**src/rtl/dpkv_ram.sv**
```systemverilog
// generic single-port-write, single-port-read ram with registered read data
`default_nettype none

module dpkv_ram #(
    parameter int WIDTH = 8,
    parameter int DEPTH = 16
) (
    input  wire logic                     i_clk,
    input  wire logic                     i_we,
    input  wire logic [$clog2(DEPTH)-1:0] i_waddr,
    input  wire logic [WIDTH-1:0]         i_wdata,
    input  wire logic                     i_re,
    input  wire logic [$clog2(DEPTH)-1:0] i_raddr,
    output logic      [WIDTH-1:0]         o_rdata
);

    logic [WIDTH-1:0] r_mem [DEPTH];

    // write port
    always_ff @(posedge i_clk) begin
        if (i_we) begin
            r_mem[i_waddr] <= i_wdata;
        end
    end

    // registered read port
    always_ff @(posedge i_clk) begin
        if (i_re) begin
            o_rdata <= r_mem[i_raddr];
        end
    end

endmodule

`default_nettype wire

```
**config.mk**
```make
export PLATFORM = sky130hd
export DESIGN_NAME = dpkv_ram
export DESIGN_NICKNAME = d
export VERILOG_FILES = /design/src/rtl/dpkv_ram.sv
export SDC_FILE = /design/constraint.sdc
export NUM_CORES = 1
export LEC_CHECK = 0
export BUFFER_PORTS_ARGS = -buffer_cell sky130_fd_sc_hd__buf_2
export CORE_UTILIZATION = 30
export DETAILED_ROUTE_END_ITERATION = 8
export HOLD_SLACK_MARGIN = 0.15
export PLACE_DENSITY_LB_ADDON = 0.1
export SLEW_MARGIN = 20
export SYNTH_ARGS = -nofsm -noshare
export SYNTH_HDL_FRONTEND = slang
export SYNTH_SLANG_ARGS = --single-unit
```
**constraint.sdc**
```tcl
create_clock -name i_clk -period 3 [get_ports i_clk]
set_input_delay 0.15 -clock i_clk [delete_from_list [all_inputs] [get_ports i_clk]]
set_output_delay 0.15 -clock i_clk [all_outputs]
set_load 0.02 [all_outputs]
```
==> flow_summary.json <==
{
  "period_needed_ns": 1.66,
  "fin_crit_sh_pct": 55.2,
  "overflow": 0,
  "dr.pass1.iters": 4,
  "cts_sinks": 136,
  "async_reset_ff_share_pct": 0,
  "post_dp_cell_area_sq_mm": 0.00564,
  "setup_violations": 0,
  "worst_hold_path_type": "input pin to flip-flop",
  "grt_pass1_wl_um": 16400,
  "yosys.area.top_type_share_pct": 78.1,
  "drive_gt1_share_pct": 27.9,
  "synth.most_common_cell": "edfxtp_1",
  "crit_type": "input pin to flip-flop",
  "status": "complete, no violations",
  "p_sw_share_pct": 19.3,
  "slew-limit-headroom_pct": 36.1,
  "cp_data_required_time_ns": 3.16,
  "fp-row-count": 47,
  "hold_violations": 0,
  "synth_area_sq_mm": 0.00523,
  "vias": 2434,
  "drt_iter0_markers": 208,
  "syn_nets": 248,
  "fillCellCount": 1581,
  "seqPwrFrac_pct": 48.3,
  "regArea_sq_mm": 0.00408,
  "grt_pass1_vias": 2616,
  "cp-start-kind": "input pin",
  "io_buffers": 26,
  "crit_arrival_ns": 1.81,
  "ys_top_cells_by_area": "edfxtp_1 (78%), mux4_2 (7.8%), mux4_1 (7.0%)",
  "clk_pin_slew_worst_paths_ns": 0.06,
  "h-tree-depth": 4,
  "comb_power_share_pct": 4.8,
  "path_max_fanout": 15,
  "power_density_mw_per_mm2": 704,
  "clkPwrFrac_pct": 46.9,
  "clockBufferDepth": 2,
  "slew_viol_final": 0,
  "synth_area_per_cell_sq_um": 22.8,
  "wl_per_cell_um": 21.2,
  "tightestPinTransition_ns": 0.954,
  "internal_power_uw": 3590,
  "place_hpwl_um": 7100,
  "ys_types": 18,
  "synth_seq_area_share_pct": 78.1,
  "grt_usage_pct": 13.5,
  "avgViaCountPerCell": 4.70,
  "finalSetupTns_ns": 0,
  "hold_depth": 3,
  "ys.warnings.count": 0,
  "reg2regPathDepth": 3,
  "initial_core_util_pct": 31.1,
  "antenna_found_initial": 0,
  "vdd_drop_max_v": 0.000361,
  "clock_skew_ns": 0.00532,
  "end_kind": "flip-flop",
  "die_width_um": 134,
  "drc": 0,
  "synth_top_area_cell": "edfxtp_1",
  "diodes": 0,
  "top_usage_layer": "met2",
  "fmax_mhz": 604,
  "gp_congestion": 0.710,
  "stdcell_area_sq_mm": 0.00632,
  "dieArea_sq_mm": 0.0180,
  "grt_start_max_net_pins": 30,
  "synth_ff_type": "edfxtp_1",
  "use_met1_pct": 17.1,
  "finalNetCount": 305,
  "power_switching_uw": 860,
  "grt_setup_unrepaired": "false",
  "synth_edf_count": 136,
  "ant_nets": 0,
  "cts_inserted_buffers": 17,
  "gr-usage-met2_pct": 21.4,
  "cts_resized": 0,
  "io_pins": 27,
  "synth_seq_cells": 136,
  "routed_wl_um": 11000,
  "multi_input_area_sq_mm": 0.00106,
  "root_buffer": "clkbuf_16",
  "clock_latency_ns": 0.42,
  "netlist_top_cells_count": "edfxtp_1 (136), mux4_2 (18), a22oi_1 (16)",
  "holdWs_ns": 0.307,
  "p_leak_uw": 0.00210,
  "die_h_um": 134,
  "use_met3_pct": 3.33,
  "fp.coreArea_sq_mm": 0.0168,
  "cap_violations": 0,
  "cts_tree": "yes",
  "r2r_slack_ns": 1.39,
  "area_growth_pct": 21.0,
  "synthCells": 229
}
==> critical path, cell delays in order <==
cell     delay, ns
buf_2         0.40
buf_4         0.30
mux4_1        0.57
a22oi_1       0.28
nand2_1       0.10
==> final timing paths <==
| path | from | to |
|---|---|---|
| max | i_raddr[0] | o_rdata[5] |
| max reg2reg | r_mem[5][3] | o_rdata[3] |
| min | i_waddr[1] | r_mem[0][5] |
| min reg2reg | r_mem[14][4] | o_rdata[4] |
==> per-stage QoR <==
stage	total power (uW)	cells	util [%]	setup slack, ns
6_report	4450	518	37.6	1.34
5_1_grt	4580	518	37.6	1.18
4_1_cts	4500	518	37.6	1.31
3_5_place_dp	2400	478	33.6	0.877
3_3_place_gp	2400	478	33.6	0.894
2_1_floorplan	2310	229	-	1.36
==> power groups by stage <==
| stage | registers, uW | clock network [uW] | logic, uW |
|---|---|---|---|
| 5_1_grt | 2150 | 2190 | 234 |
| 2_1_floorplan | 2200 | 0 | 108 |
| 3_3_place_gp | 2190 | 0 | 209 |
| 4_1_cts | 2150 | 2130 | 220 |
| 3_5_place_dp | 2190 | 0 | 210 |
| 6_report | 2150 | 2090 | 212 |
==> cells by family after synthesis <==
kind of cell    synth area share, %
buf+inv                        1.65
mux                            14.8
simple gates                   3.14
flops                          78.1
compound gates                 2.30
==> sequential cells by signal, summed over array words and instances (netlist names) <==
name     flops
o_rdata      8
r_mem      128
==> repair_timing <==
item,CTS,global route
hold buffers,9,0
endpoints found under the hold margin,136,0
setup buffers,0,0
endpoints found under the setup margin,0,0
==> layout make-up <==
type                            instances  area share, %
Sequential cell                       136           64.6
Multi-Input combinational cell         83           16.7
Clock buffer                           19           6.84
Timing Repair Buffer                   48           5.02
Tap cell                              220           4.35
Clock inverter                         12           2.49
==> layout by cell type (no fill, tap or decap), drive strengths merged, types with 2 or more instances in the layout <==
cell type and n:
edfxtp 136, buf 39, mux4 32, clkbuf 19
a22oi 16, nor2 13, nand2 9, dlygate4sd3 9
clkinv 7, nor3 4, bufinv 4, nand3b 2
nand2b 2
==> metal layers <==
metal  vias to the layer above  part of all wire, %
met2                        61                   48
met4                         0                  2.1
met3                        17                  3.6
met1                      1259                   46
met5                         -                    0
li1                       1097                    -
(Power assumes the default switching activity.)
