**src/rtl/dpkv_pkg.sv**
```systemverilog
// shared constants and codes for the depth-preferred key/value table
`default_nettype none

package dpkv_pkg;

    // default sizes
    localparam int ENTRIES_DEF     = 1024;
    localparam int HEIGHT_BITS_DEF = 8;
    localparam int SCORE_BITS_DEF  = 16;

    // fixed field widths
    localparam int KEY_W   = 64;
    localparam int OP_W    = 2;
    localparam int CAP_W   = 11;
    localparam int HIT_W   = 32;
    localparam int USAGE_W = 10;

    // capacity after reset, before clamping to the table size
    localparam int CAP_RESET = 1024;

    // usage scale
    localparam int PER_MIL = 1000;

    // operation codes
    localparam logic [OP_W-1:0] OP_LOOKUP = 2'd0;
    localparam logic [OP_W-1:0] OP_STORE  = 2'd1;
    localparam logic [OP_W-1:0] OP_CLEAR  = 2'd2;

endpackage

`default_nettype wire

```
**src/rtl/dpkv_div.sv**
```systemverilog
// restoring divider for count * 1000 / capacity, one quotient bit per cycle
`default_nettype none

module dpkv_div #(
    parameter int CNT_W = 11
) (
    input  wire logic                        i_clk,
    input  wire logic                        i_rst_n,
    input  wire logic                        i_start,
    input  wire logic [CNT_W-1:0]            i_count,
    input  wire logic [CNT_W-1:0]            i_divisor,
    output logic                             o_done,
    output logic [dpkv_pkg::USAGE_W-1:0]     o_quot
);

    localparam int DIV_W = CNT_W + dpkv_pkg::USAGE_W;
    localparam int CW    = $clog2(DIV_W + 1);

    logic             r_run;
    logic [CW-1:0]    r_cnt;
    logic [CNT_W-1:0] r_rem;
    logic [DIV_W-1:0] r_q;
    logic [CNT_W-1:0] r_dvs;
    logic [CNT_W:0]   trial;
    logic [CNT_W:0]   diff;
    logic             ge;

    // trial subtract of the divisor from the shifted remainder
    always_comb begin
        trial = {r_rem, r_q[DIV_W-1]};
        diff  = trial - {1'b0, r_dvs};
        ge    = (trial >= {1'b0, r_dvs});
    end

    // control
    always_ff @(posedge i_clk) begin
        if (!i_rst_n) begin
            r_run  <= 1'b0;
            r_cnt  <= '0;
            o_done <= 1'b0;
        end else begin
            o_done <= 1'b0;
            if (i_start) begin
                r_run <= 1'b1;
                r_cnt <= CW'(DIV_W);
            end else if (r_run) begin
                r_cnt <= r_cnt - 1'b1;
                if (r_cnt == CW'(1)) begin
                    r_run  <= 1'b0;
                    o_done <= 1'b1;
                end
            end
        end
    end

    // datapath: dividend shifts out at the top, quotient bits shift in below
    always_ff @(posedge i_clk) begin
        if (i_start) begin
            r_q   <= DIV_W'(i_count) * DIV_W'(dpkv_pkg::PER_MIL);
            r_rem <= '0;
            r_dvs <= i_divisor;
        end else if (r_run) begin
            r_q   <= {r_q[DIV_W-2:0], ge};
            r_rem <= ge ? diff[CNT_W-1:0] : trial[CNT_W-1:0];
        end
    end

    // quotient never exceeds 1000
    assign o_quot = r_q[dpkv_pkg::USAGE_W-1:0];

endmodule

`default_nettype wire

```
**config.mk**
```make
export PLATFORM = sky130hd
export DESIGN_NAME = dpkv_div
export DESIGN_NICKNAME = d
export VERILOG_FILES = /design/src/rtl/dpkv_pkg.sv /design/src/rtl/dpkv_div.sv
export SDC_FILE = /design/constraint.sdc
export NUM_CORES = 1
export LEC_CHECK = 0
export ABC_AREA = 1
export BUFFER_PORTS_ARGS = -buffer_cell sky130_fd_sc_hd__clkbuf_2
export CAP_MARGIN = 10
export CORE_MARGIN = 5
export CORE_UTILIZATION = 25
export CTS_CLUSTER_DIAMETER = 50
export DETAILED_ROUTE_END_ITERATION = 7
export PLACE_DENSITY_LB_ADDON = 0.08
export RECOVER_POWER = 50
export SYNTH_ARGS = -nofsm -noshare
export SYNTH_HDL_FRONTEND = slang
export SYNTH_SLANG_ARGS = --single-unit
```
**constraint.sdc**
```tcl
create_clock -name i_clk -period 6 [get_ports i_clk]
set_clock_uncertainty 0.1 [all_clocks]
set_input_delay 0.9 -clock i_clk [delete_from_list [all_inputs] [get_ports i_clk]]
set_output_delay 0.9 -clock i_clk [all_outputs]
set_load 0.01 [all_outputs]
```
==> results of run 1 <==
## cells in the mapped netlist (all sizes together), types with 15 or more instances
| cell | instances | area, um^2 |
|---|---|---|
| nor2 | 32 | 128 |
| fa | 35 | 701 |
| o21ai | 23 | 115 |
| dfxtp | 21 | 420 |
| edfxtp | 29 | 871 |
| nand4 | 15 | 100 |
| buf | 16 | 111 |
| ha | 56 | 701 |
| inv | 116 | 435 |
| a21oi | 27 | 139 |
| nand2 | 150 | 571 |
| nand3 | 43 | 220 |
## metal layers
metal	global-route usage (%)	part of all wire, %	up-vias
met4	3.10	1.6	0
met5	0	0	-
met3	1.17	1.9	12
li1	-	-	1910
met2	18.5	48	37
met1	14.4	49	1715
## state kept, by name, indices dropped and copies added, names as in the netlist
name    count
r_run       1
r_rem      11
r_cnt       5
r_q        21
r_dvs      11
o_done      1
## cell type report
class / count / area (um^2)
fillers: 2041 / 13400
multi-input cells: 401 / 2830
inverters: 117 / 439
clock buffers: 5 / 125
well taps: 234 / 293
repair buffers: 37 / 171
clock inverters: 3 / 47.5
flip-flops and latches: 50 / 1290
## final timing paths
path / endpoint / slack, ns / cells past startpoint
max reg2reg: r_rem[9] / 3.32 / 11
min reg2reg: r_rem[3] / 0.37 / 2
min: r_rem[3] / 0.37 / 2
max: r_q[20] / 1.35 / 16
## logic make-up after synthesis
logic type,after synthesis
AND/OR/NAND/NOR,242
buffers and inverters,136
adder cells (fa/ha/maj),91
AO/OA/AOI/OAI,63
flip-flops,50
XOR/XNOR,5
## critical path, stage by stage
cell and delay, ns:
clkbuf_2 0.11, inv_1 0.20, fa_1 0.49, fa_1 0.51
inv_1 0.05, fa_1 0.50, inv_1 0.05, fa_1 0.50
inv_1 0.04, ha_1 0.34, a21oi_1 0.28, o21ai_0 0.16
a21oi_1 0.19, nand3_1 0.09, nand3_1 0.09, nand2_1 0.09
## per-stage QoR
| stage | area (um^2) | hold slack [ns] | std cells | setup WS [ns] |
|---|---|---|---|---|
| after floorplan | 4680 | 0.345 | 587 | 1.47 |
| after global placement | 5040 | 0.363 | 839 | 1.08 |
| after detailed placement | 5040 | 0.365 | 839 | 1.02 |
| after CTS | 5220 | 0.380 | 847 | 1.34 |
| after global routing | 5190 | 0.401 | 847 | 1.04 |
| final | 5190 | 0.374 | 847 | 1.35 |
## where the power goes
group          internal (mW)  switching [mW]
clock                  0.200           0.135
combinational          0.334           0.582
sequential             0.442          0.0205
==> impl_metrics.py, run 1 <==
metrics = {
    "logic_synthesis": {
        "synth_mux_area_share_pct": 0,
        "avgSynthCellArea_um2": 7.97,
        "synth-xor-area-share_pct": 0.936,
        "synth-seq-area-share_pct": 27.6,
        "synth_compound_area_share_pct": 7.54,
        "synth_ff_type": "edfxtp_1",
        "syn_area_um2": 4680,
        "synth_top_family_by_area": "adder cells",
        "synth_cell_types": 32,
        "ys_ff_latch": 50,
        "yosysWarnings": 0,
        "synth-edff-count": 29,
        "syn_nets": 703,
        "async_flop_share_pct": 0,
        "synth-adder-area-share_pct": 29.9,
        "synth_cells": 587,
        "synth_simple_gate_area_share_pct": 22.0,
    },
    "floorplanning": {
        "rows": 50,
        "dieArea_um2": 21600,
        "core_um2": 18600,
        "die_x_um": 147,
        "io_pins": 36,
        "initial_core_util_pct": 25.2,
        "die_h_um": 147,
    },
    "clock_network": {
        "postCtsSetupBuffers": 0,
        "cts_buffers": 5,
        "cts.sink_count": 50,
        "cts_tree": "built",
        "insertion_delay_ns": 0.29,
        "ctsResizeCount": 0,
        "clk_pin_slew_ns": 0.07,
        "root_buffer": "clkbuf_16",
        "htreeDepth": 2,
        "cts_buffer_depth": 2,
        "postCtsHoldBufs": 0,
    },
    "worst_setup_path": {
        "endpoint_kind": "flip-flop",
        "required_ns": 5.94,
        "crit_type": "primary input to flip-flop",
        "crit_start": "i_count[5]",
        "r2r-start": "r_q[20]",
        "cp-start-kind": "primary input",
        "cp_max_fo": 5,
        "crit_arrival_ns": 4.59,
    },
    "drt": {
        "routed_wl_um": 11100,
        "remaining_drc_errors": 0,
        "viasPerCell": 4.34,
        "ant_nets": 0,
        "drt-initial-drc-count": 158,
        "avgRoutedWirePerCell_um": 13.1,
        "drt_first_pass_iters": 4,
        "vias": 3674,
    },
    "placement": {
        "place_congestion": 0.757,
        "dpl.hpwl_um": 9090,
        "portBuffers": 35,
    },
    "sta": {
        "fin_crit_sh_pct": 77.5,
        "finalSetupTns_ns": 0,
        "setup_violations": 0,
        "tightest_slew_ns": 1.55,
        "drv_slew": 29,
        "hold_viol": 0,
        "slew_headroom_pct": -3.02,
        "post-route-min-period_ns": 4.65,
        "fmax_mhz": 215,
        "rsz0062_at_grt": "no",
    },
    "final_layout": {
        "final_cell_mix": "nand2_1, inv_1, ha_1",
        "drive_gt1_share_pct": 6.53,
        "mostFrequentLayoutCell": "nand2_1",
        "synthToLayoutAreaGrowth_pct": 11.0,
        "final_util_pct": 28.0,
        "antenna_cells": 0,
        "fin_nets": 728,
    },
    "power": {
        "max-vdd-ir-drop_mv": 0.111,
        "power_mw": 1.71,
        "leakagePower_nw": 2.59,
        "power.density_nw_per_um2": 330,
    },
    "grt": {
        "grt_pass1_wl_um": 19200,
        "grt_overflow": 0,
        "antenna_found_initial": 0,
        "first_global_vias": 3897,
        "groute.usage.overall_pct": 10.8,
        "grt_max_degree": 29,
    },
    "status": {
        "status": "finished with violations",
        "violations": "max-capacitance violations, max-slew violations",
    },
    "hold_path": {
        "worstHoldPathType": "flip-flop to flip-flop",
        "hold_start": "r_rem[3]",
    },
    "run": {
        "cap_violations": 1,
    },
}
(Power assumes the default switching activity.)
==> run 2, diff against run 1 <==
Clock period 6 ns to 4.64 ns, I/O delays scaled along.
==> impl_metrics.py, run 2 (synthesis results as in run 1) <==
metrics = {
    "status": {
        "status": "finished with violations",
        "violations": "max-capacitance violations, max-slew violations",
    },
    "clock_network": {
        "root_buffer": "clkbuf_16",
        "htreeDepth": 2,
        "cts.sink_count": 50,
        "cts_buffer_depth": 2,
        "cts_buffers": 5,
        "ctsResizeCount": 0,
        "insertion_delay_ns": 0.29,
        "cts_tree": "built",
        "clk_pin_slew_ns": 0.07,
        "postCtsSetupBuffers": 0,
        "postCtsHoldBufs": 0,
    },
    "worst_setup_path": {
        "r2r_slack_ns": 1.90,
        "cp_max_fo": 5,
        "r2r-start": "r_q[20]",
        "endpoint_kind": "flip-flop",
        "crit_arrival_ns": 4.24,
        "cp-start-kind": "primary input",
        "timing.rr.end": "r_rem[7]",
        "reg2regPathDepth": 12,
        "required_ns": 4.58,
        "crit_type": "primary input to flip-flop",
    },
    "final_layout": {
        "drive_gt1_share_pct": 7.58,
        "fin_nets": 735,
        "top_regs": "r_q (21), r_dvs (11), r_rem (11)",
        "top_register": "r_q",
        "antenna_cells": 0,
        "final_util_pct": 28.2,
        "instances_no_fill": 854,
        "mostFrequentLayoutCell": "nand2_1",
        "synthToLayoutAreaGrowth_pct": 12.0,
        "final_cell_mix": "nand2_1, inv_1, ha_1",
        "largest_reg_flops": 21,
    },
    "drt": {
        "routed_wl_um": 11000,
        "remaining_drc_errors": 0,
        "ant_nets": 0,
        "avgRoutedWirePerCell_um": 12.9,
        "drt_first_pass_iters": 5,
        "drt-initial-drc-count": 210,
        "viasPerCell": 4.33,
        "vias": 3702,
    },
    "sta": {
        "drv_slew": 24,
        "post-route-min-period_ns": 4.30,
        "slew_headroom_pct": -3.14,
        "setup_violations": 0,
        "hold_viol": 0,
        "tightest_slew_ns": 1.54,
        "finalSetupTns_ns": 0,
        "fin_crit_sh_pct": 92.7,
        "fmax_mhz": 233,
        "rsz0062_at_grt": "no",
    },
    "power": {
        "clkPwrFrac_pct": 19.1,
        "power.density_nw_per_um2": 425,
        "p_switching_uw": 949,
        "switching_share_pct": 42.6,
        "power_frac_seq_pct": 26.9,
        "max-vdd-ir-drop_mv": 0.177,
        "leakagePower_nw": 2.62,
        "combPwrFrac_pct": 53.9,
        "internal_power_mw": 1.28,
    },
    "hold_path": {
        "hold_depth": 2,
        "min_to": "r_rem[3]",
        "worstHoldPathType": "flip-flop to flip-flop",
        "hold_start": "r_rem[3]",
    },
    "placement": {
        "place_congestion": 0.772,
        "portBuffers": 35,
        "dpl.cell_count": 846,
        "dpl.hpwl_um": 9010,
    },
    "run": {
        "cap_violations": 1,
    },
    "floorplanning": {
        "initial_core_util_pct": 25.2,
        "die_h_um": 147,
        "core_um2": 18600,
        "io_pins": 36,
        "dieArea_um2": 21600,
        "rows": 50,
        "die_x_um": 147,
    },
    "grt": {
        "grt_overflow": 0,
        "grt_max_degree": 29,
        "antenna_found_initial": 0,
        "first_global_vias": 3976,
        "groute.usage.overall_pct": 10.8,
        "grt_pass1_wl_um": 19300,
    },
}
[run 2: worst max path at each step]
stage | startpoint | to | slack, ns | depth (start not counted)
after floorplan | i_count[5] | r_q[20] | 0.32 | 15
after CTS | i_count[5] | r_q[20] | 0.35 | 16
after detailed placement | i_count[5] | r_q[20] | 0.03 | 16
after global routing | i_count[5] | r_q[18] | 0.06 | 18
after global placement | i_count[0] | r_q[14] | 0.04 | 15
final | i_count[0] | r_q[14] | 0.34 | 15
[run 2: per-layer routing]
layer | track usage [%] | up-vias | part of all wire [%]
met5 | 0 | - | 0
met3 | 1.08 | 9 | 1.4
met4 | 3.01 | 0 | 1.5
met1 | 14.6 | 1743 | 50
met2 | 18.4 | 25 | 47
li1 | - | 1925 | -
[run 2: power by group through the flow]
stage               Clock [mW]  Sequential (mW)  Combinational (mW)
floorplan                    0            0.598               0.908
global placement             0            0.609                1.24
detailed placement           0            0.609                1.22
CTS                      0.445            0.602                1.23
global route             0.465            0.607                1.43
finish                   0.427            0.600                1.20
[run 2: stage by stage]
step | hold slack (ns) | total power, mW | setup WS (ns) | cell area [um^2]
floorplan | 0.345 | 1.51 | 0.316 | 4680
global placement | 0.362 | 1.85 | 0.0376 | 5090
detailed placement | 0.370 | 1.83 | 0.0324 | 5090
CTS | 0.384 | 2.28 | 0.351 | 5260
global route | 0.404 | 2.51 | 0.0632 | 5240
finish | 0.380 | 2.23 | 0.340 | 5240
[run 2: cell type report]
type	count	area, um^2
fill	2034	13300
clock buffer	6	129
clock inverter	2	36.3
inverter	117	439
sequential	50	1290
tap	234	293
multi-input combinational	401	2830
timing repair buffer	44	225
[run 2: worst max-delay path, stage by stage]
cell and delay (ns):
clkbuf_2 0.15, fa_1 0.55, fa_1 0.52, inv_1 0.05, fa_1 0.47, fa_1 0.51, inv_1 0.04, ha_1 0.34
nand3_1 0.09, nand2_1 0.17, nand2_1 0.07, nand2_1 0.16, nand2_1 0.09, a21oi_1 0.20, o21ai_0 0.12
